$ cat src/rtl/core/gtbd_pkg.sv
// Package: constants, codes and types of the Goertzel tone bank detector.
`default_nettype none
package gtbd_pkg;
   localparam int NUM_TONES  = 32;
   localparam int TONE_W     = $clog2(NUM_TONES);
   localparam int CSR_DATA_W = 32;
   localparam int CSR_IDX_W  = 1;
   localparam int POWER_W    = 48;
   localparam int SUM_W      = POWER_W + $clog2(NUM_TONES) + 2;

   localparam logic [1:0] KIND_SAMPLE = 2'd0;
   localparam logic [1:0] KIND_LOAD   = 2'd1;
   localparam logic [1:0] KIND_CLEAR  = 2'd2;
   localparam logic [1:0] KIND_UNUSED = 2'd3;

   localparam logic [CSR_IDX_W-1:0] CSR_BLOCK_LENGTH  = 1'd0;
   localparam logic [CSR_IDX_W-1:0] CSR_DETECT_MARGIN = 1'd1;

   localparam logic [15:0] BLOCK_LENGTH_RESET  = 16'd1024;
   localparam logic [31:0] DETECT_MARGIN_RESET = 32'h8000_0000;
   localparam logic [POWER_W-1:0] POWER_MAX    = '1;

   typedef struct packed {
      logic               done;
      logic [POWER_W-1:0] power;
   } pow_stat_type;
endpackage
`default_nettype wire

$ cat src/rtl/core/gtbd_pow_unit.sv
// Power unit: one tone's power, computed step by step on a shared 33x33 multiplier.
`default_nettype none
module gtbd_pow_unit (
   input  wire logic                clock,
   input  wire logic                reset,
   input  wire logic                run,
   input  wire logic signed [31:0]  d1,
   input  wire logic signed [31:0]  d2,
   input  wire logic signed [15:0]  coef,
   output gtbd_pkg::pow_stat_type   stat
);
   import gtbd_pkg::*;

   typedef enum logic [6:0] {
      ST_SQ1   = 7'b0000001,
      ST_SQ2   = 7'b0000010,
      ST_CROSS = 7'b0000100,
      ST_CLO   = 7'b0001000,
      ST_CHI   = 7'b0010000,
      ST_SUB   = 7'b0100000,
      ST_FIN   = 7'b1000000
   } step_type;

   step_type            step_ff, step_in;
   logic signed [65:0]  prod_ff;
   logic signed [79:0]  acc_ff;
   logic signed [31:0]  thi_ff;
   logic signed [32:0]  op_a, op_b;
   logic signed [65:0]  mul;
   logic signed [79:0]  rnd;
   logic [65:0]         quo;

   always_comb begin
      op_a = '0;
      op_b = '0;
      case (step_ff)
         ST_SQ1:   begin op_a = 33'(d1);   op_b = 33'(d1); end
         ST_SQ2:   begin op_a = 33'(d2);   op_b = 33'(d2); end
         ST_CROSS: begin op_a = 33'(d1);   op_b = 33'(d2); end
         ST_CLO:   begin op_a = 33'(coef); op_b = $signed({1'b0, prod_ff[31:0]}); end
         ST_CHI:   begin op_a = 33'(coef); op_b = 33'(thi_ff); end
         default:  begin op_a = '0;        op_b = '0; end
      endcase
   end

   assign mul = op_a * op_b;

   always_comb begin
      unique case (step_ff)
         ST_SQ1:   step_in = ST_SQ2;
         ST_SQ2:   step_in = ST_CROSS;
         ST_CROSS: step_in = ST_CLO;
         ST_CLO:   step_in = ST_CHI;
         ST_CHI:   step_in = ST_SUB;
         ST_SUB:   step_in = ST_FIN;
         ST_FIN:   step_in = ST_SQ1;
         default:  step_in = ST_SQ1;
      endcase
   end

   always_ff @(posedge clock) begin
      if (reset || !run) begin
         step_ff <= ST_SQ1;
      end else begin
         step_ff <= step_in;
      end
   end

   always_ff @(posedge clock) begin
      prod_ff <= mul;
      case (step_ff)
         ST_SQ1:   acc_ff <= '0;
         ST_SQ2:   acc_ff <= acc_ff + (80'(prod_ff) <<< 14);
         ST_CROSS: acc_ff <= acc_ff + (80'(prod_ff) <<< 14);
         ST_CLO:   thi_ff <= prod_ff[63:32];
         ST_CHI:   acc_ff <= acc_ff - 80'(prod_ff);
         ST_SUB:   acc_ff <= acc_ff - (80'(prod_ff) <<< 32);
         default:  acc_ff <= acc_ff;
      endcase
   end

   assign rnd = acc_ff + 80'sd8192;
   assign quo = rnd[79:14];

   always_comb begin
      stat.done = run && (step_ff == ST_FIN);
      if (rnd[79]) begin
         stat.power = '0;
      end else if (|quo[65:POWER_W]) begin
         stat.power = POWER_MAX;
      end else begin
         stat.power = quo[POWER_W-1:0];
      end
   end
endmodule
`default_nettype wire

$ cat config.mk
export PLATFORM = sky130hd
export DESIGN_NAME = gtbd_pow_unit
export DESIGN_NICKNAME = d
export VERILOG_FILES = /design/src/rtl/core/gtbd_pkg.sv /design/src/rtl/core/gtbd_pow_unit.sv
export SDC_FILE = /design/constraint.sdc
export NUM_CORES = 2
export LEC_CHECK = 0
export BUFFER_PORTS_ARGS = -buffer_cell sky130_fd_sc_hd__clkbuf_2
export CAP_MARGIN = 20
export CORE_MARGIN = 4
export CORE_UTILIZATION = 45
export CTS_CLUSTER_SIZE = 8
export DETAILED_ROUTE_END_ITERATION = 10
export HOLD_SLACK_MARGIN = 0.06
export PLACE_DENSITY_LB_ADDON = 0.1
export REMOVE_ABC_BUFFERS = 1
export SETUP_SLACK_MARGIN = 0.2
export SLEW_MARGIN = 20
export SYNTH_ARGS = -nofsm -noshare
export SYNTH_HDL_FRONTEND = slang
export SYNTH_SLANG_ARGS = --single-unit
$ cat constraint.sdc
create_clock -name clock -period 10.2 [get_ports clock]
set_input_delay 1.02 -clock clock [delete_from_list [all_inputs] [get_ports clock]]
set_output_delay 1.02 -clock clock [all_outputs]
set_load 0.05 [all_outputs]
=== Word level (Yosys, flattened, before mapping) ===
Index checks and enable logic that the tools add are counted.

* Input port bits: 83
* Logic and storage cells: 30
* Flip-flop bits (word level): 185
* Output and inout port bits: 49

* Eq/ne operators: 7
* $mul: 1
* Reductions and logical operators: 8
* $add $sub $neg: 4
* Mux-type cells: 6

{| class="wikitable"
|+ Operators with widths
! operator !! number
|-
| $pmux 80 s4 || 1
|-
| $pmux 33 s4 || 1
|-
| $pmux 33 s3 || 1
|-
| $mux 48 || 2
|-
| $add 80x15->80 const B || 1
|-
| $add 80x80->80 || 1
|-
| $sub 80x66->80 || 1
|-
| $sub 80x80->80 || 1
|-
| $mul 33x33->66 || 1
|-
| $pmux 7 s6 || 1
|-
| $reduce_or 18->1 || 1
|-
| $eq 7x1->1 const B || 1
|-
| $eq 7x2->1 const B || 1
|-
| $eq 7x3->1 const B || 1
|-
| $eq 7x4->1 const B || 1
|-
| $eq 7x5->1 const B || 1
|-
| $eq 7x6->1 const B || 1
|-
| $eq 7x7->1 const B || 1
|-
| $reduce_or 2->1 || 3
|-
| $reduce_bool 4->1 || 1
|-
| $logic_and 1x1->1 || 1
|-
| $logic_not 1->1 || 1
|-
| $logic_or 1x1->1 || 1
|}

=== Longest topological paths before layout ===
* Word-level depth: 4
* Depth in mapped cells: 39
* Mapped depth without buffers: 36

=== Worst setup path before layout ===
OpenSTA, ideal clock, no wires.

* Path kind: register -> register
* Start: reg step_ff[0]
* End: reg prod_ff[64]
* Period minus slack after synthesis: 10.147 ns
* Stages on the path, launching flop included: 32
* Arrival time: 10.021 ns
* Path buffers: 2
* Slack: 0.053 ns
* Library setup time: 0.127 ns
* Data required time: 10.073 ns
* Cell sequence: dfxtp_1 > nor3_1 > nand2_1 > nor3b_1 > clkbuf_1 > a22o_1 > a221o_1 > clkbuf_1 > nand2_1 > fa_1 > inv_1 > fa_1 > fa_1 > fa_1 > inv_1 > fa_1 > fa_1 > fa_1 > fa_1 > inv_1 > ha_1 > a21o_1 > a21oi_1 > nand2b_1 > a311oi_1 > o221ai_1 > o211ai_1 > o31a_1 > o21ai_0 > o21ai_0 > o21ai_0 > xor2_1

* Longest elaborated chain between the ends: 4
* Elaborated cells on any way between the ends: 11
* Classes of those cells: mul (1); eq/ne (5); mux (2); reduce/logical (3)

{| class="wikitable"
|+ RTL lines
! item !! line !! RTL
|-
| start: declaration || gtbd_pow_unit.sv:24 || <nowiki>step_type step_ff, step_in;</nowiki>
|-
| start signal: assignment || gtbd_pow_unit.sv:65 || <nowiki>step_ff <= step_in;</nowiki>
|-
| $eq 7x3->1, or another cell as far along || gtbd_pow_unit.sv:36 || <nowiki>case (step_ff)</nowiki>
|-
| $reduce_or 2->1 (no source line) || - ||
|-
| $pmux 33 s4 or $pmux 33 s3 (tied branches) || gtbd_pow_unit.sv:36 ||
|-
| $mul 33x33->66 * || gtbd_pow_unit.sv:46 || <nowiki>assign mul = op_a * op_b;</nowiki>
|-
| net mul[64] || gtbd_pow_unit.sv:29 || <nowiki>logic signed [65:0] mul;</nowiki>
|-
| end signal: assignment || gtbd_pow_unit.sv:70 || <nowiki>prod_ff <= mul;</nowiki>
|-
| end: declaration || gtbd_pow_unit.sv:25 || <nowiki>logic signed [65:0] prod_ff;</nowiki>
|}

The timed path passes the listed nets; every way through them passes the cells marked *.
A chain may end at the register's enable or synchronous reset.

=== Worst setup path after layout ===
* Start: reg step_ff[4]
* End: reg prod_ff[49]

The elaborated chain is that of the path after synthesis.

==> flow_summary.json <==
{
  "synth.most_common_cell": "inv_1",
  "path_clk_slew_ns": 0.09,
  "crit_buf_inv": 8,
  "outcome": "completed",
  "grt_pass1_vias": 49100,
  "cts_tree": "done",
  "syn_area_mm2": 0.05652,
  "endpoint_kind": "register",
  "cts_buffer_depth": 2,
  "top_layer": "met5",
  "synth_xor_area_share_pct": 4.724,
  "clock-root-buffer": "clkbuf_16",
  "synthAdderAreaFrac_pct": 48.90,
  "startpoint_type": "register",
  "fmax_ghz": 0.1022,
  "slowest_stage": "a21boi_4",
  "io-pin-count": 132,
  "route.met2.wl_mm": 94.89,
  "synth-main-ff-cell": "edfxtp_1",
  "layout_min_cycle_time_ns": 9.784,
  "drcViolationCount": 0,
  "cpMostUsedCell": "fa_1",
  "startpoint": "step_ff[4]",
  "ctsHoldBuffers": 0,
  "grt_first_pass_wirelength_mm": 324.6,
  "synth-seq-cells": 185,
  "finalHoldViolCount": 0,
  "synthToLayoutAreaGrowth_pct": 9.371,
  "nets": 8298,
  "hold_class": "reg -> reg",
  "crit_path_max_fanout": 20,
  "drv_cap": 0,
  "reg2reg_from": "step_ff[4]",
  "clock_skew_ns": 0.02642,
  "grt.total_usage_pct": 33.49,
  "wirelength_mm": 218.0,
  "synth_top_family_by_area": "adder cells",
  "drive_above_1_share_pct": 8.545,
  "r2r_end": "prod_ff[49]",
  "setup_violations": 0,
  "synth-seq-area-share_pct": 8.536,
  "die_h_um": 362.4,
  "hp-start": "prod_ff[57]",
  "synth-compound-area-share_pct": 13.47,
  "crit_family": "adder cells",
  "crit_type": "reg -> reg",
  "wl_met3_mm": 20.38,
  "rrSetupSlack_ns": 0.42,
  "viasPerCell": 5.746,
  "place_hpwl_mm": 184.4,
  "synth_common_cells": "1222 x inv_1, 1125 x fa_1, 800 x nand2_1",
  "reg2reg_depth": 34,
  "globalRouteOverflowTotal": 0,
  "vias": 47890,
  "ys_types": 93,
  "synth.largest_area_cell": "fa_1",
  "wl_met1_mm": 92.73,
  "syn_inst": 6572,
  "clkLatencyLatePin_ns": 0.52,
  "worst_pin_slew_ns": 0.9808,
  "synth_top_cell_area_share_pct": 39.85,
  "worstPathRequired_ns": 10.61,
  "slew_headroom_pct": 32.92,
  "place_congestion": 0.9986,
  "grt_start_max_net_pins": 59,
  "grt_antenna_before_repair": 7,
  "rows": 129,
  "place.port_buffers": 131,
  "yosys.area_share.simple_pct": 13.93,
  "synth-edff-count": 112,
  "wl_per_cell_um": 26.15,
  "numCtsBuffers": 17,
  "synthMuxAreaShare_pct": 0.08855,
  "fin_util_pct": 49.74,
  "place_area_mm2": 0.06095,
  "crit_path_max_incr_delay_ns": 0.66,
  "cts_num_sinks": 185,
  "die-area_mm2": 0.1313,
  "ant_nets": 0,
  "drt_iter0_drc": 4463,
  "min_path_cells": 0,
  "first_pass_iters": 6,
  "yosys_warnings": 0,
  "dieWidth_um": 362.4,
  "min_delay_worst_endpoint": "thi_ff[25]",
  "async_flop_share_pct": 0,
  "core_mm2": 0.1243,
  "critPathArrivalTime_ns": 10.19,
  "rsz0062_at_grt": "true",
  "initial_core_util_pct": 45.48,
  "cts-htree-levels": 4,
  "maxSlewViolCount": 0,
  "period_share_pct": 95.92,
  "design_area_mm2": 0.06182,
  "synth_area_leaders": "fa_1 40%, ha_1 9.1%, inv_1 8.1%",
  "synth_area_per_cell_um2": 8.600
}
worst reg2reg max path: cells and delay by family, from the launching register on:
kind	cells	cell delay (ns)
simple gates	3	0.28
compound gates	13	3.43
fa+ha+maj	9	4.16
buf+inv	8	1.12
flops	1	0.49
xor+xnor	1	0.20
worst max-delay path by stage:
stage                  end  depth (start not counted)
6_report       prod_ff[49]                         34
5_1_grt        prod_ff[49]                         37
4_1_cts        prod_ff[64]                         35
3_5_place_dp   prod_ff[65]                         37
3_3_place_gp   prod_ff[49]                         34
2_1_floorplan  prod_ff[64]                         31
layout by cell type (no fill, tap or decap), drive strengths merged, types with 21 or more instances in the layout:
cell type and n:
a211oi 26, a21o 184, a21oi 322, a221o 48, a221oi 53, a22oi 39
a31oi 27, and2 43, and3 34, buf 283, clkbuf 148, dfxtp 73
edfxtp 112, fa 1125, ha 409, inv 1233, nand2 801, nand2b 30
nand3 70, nand4 75, nor2 680, nor2b 30, nor3 27, o21a 31
o21ai 201, o21bai 46, o221ai 33, o22ai 21, xnor2 168, xor2 136
routing by layer:
| metal | up-vias | GRT usage [%] |
|---|---|---|
| li1 | 21100 | - |
| met2 | 2106 | 50.97 |
| met3 | 328 | 7.343 |
| met4 | 10 | 12.76 |
| met5 | - | 0 |
| met1 | 24340 | 46.94 |
logic make-up after synthesis:
logic type,after synthesis
compound gates,1142
xor+xnor,304
fa+ha+maj,1534
buf+inv,1549
flops,185
mux,5
simple gates,1853
metrics by stage:
stage	instances	hold slack [ns]	TNS [ns]	worst slack, ns
final	8334	0.5866	0	0.4160
after global routing	8331	0.5991	0	0.1615
after detailed placement	8288	0.5852	0	0.2710
after global placement	8286	0.5960	-0.09047	-0.05473
after CTS	8320	0.5970	0	0.2322
after floorplan	6247	0.4367	-131.64	-3.720
timing repair:
item	in CTS	in global routing
cloned	0	1
resized for setup	1	40
pin swaps	0	6
buffers inserted	0	10
endpoints found under the setup margin	1	15
cell type report:
| type | instances | area [um2] |
|---|---|---|
| fill | 12100 | 62470 |
| multi-input combinational | 4839 | 46380 |
| sequential | 185 | 4825 |
| inverter | 1224 | 4594 |
| timing repair buffer | 414 | 3333 |
| tap | 1637 | 2048 |
| clock buffer | 17 | 425.4 |
| clock inverter | 15 | 198.9 |
| antenna | 3 | 7.507 |
flip-flops by register name (all words and copies together) (netlist names):
name     count
acc_ff      80
prod_ff     66
step_ff      7
thi_ff      32
Power is left out: the tool's default activity adds up to more than one toggle a clock period on the data nets, which glitch-free logic cannot reach.
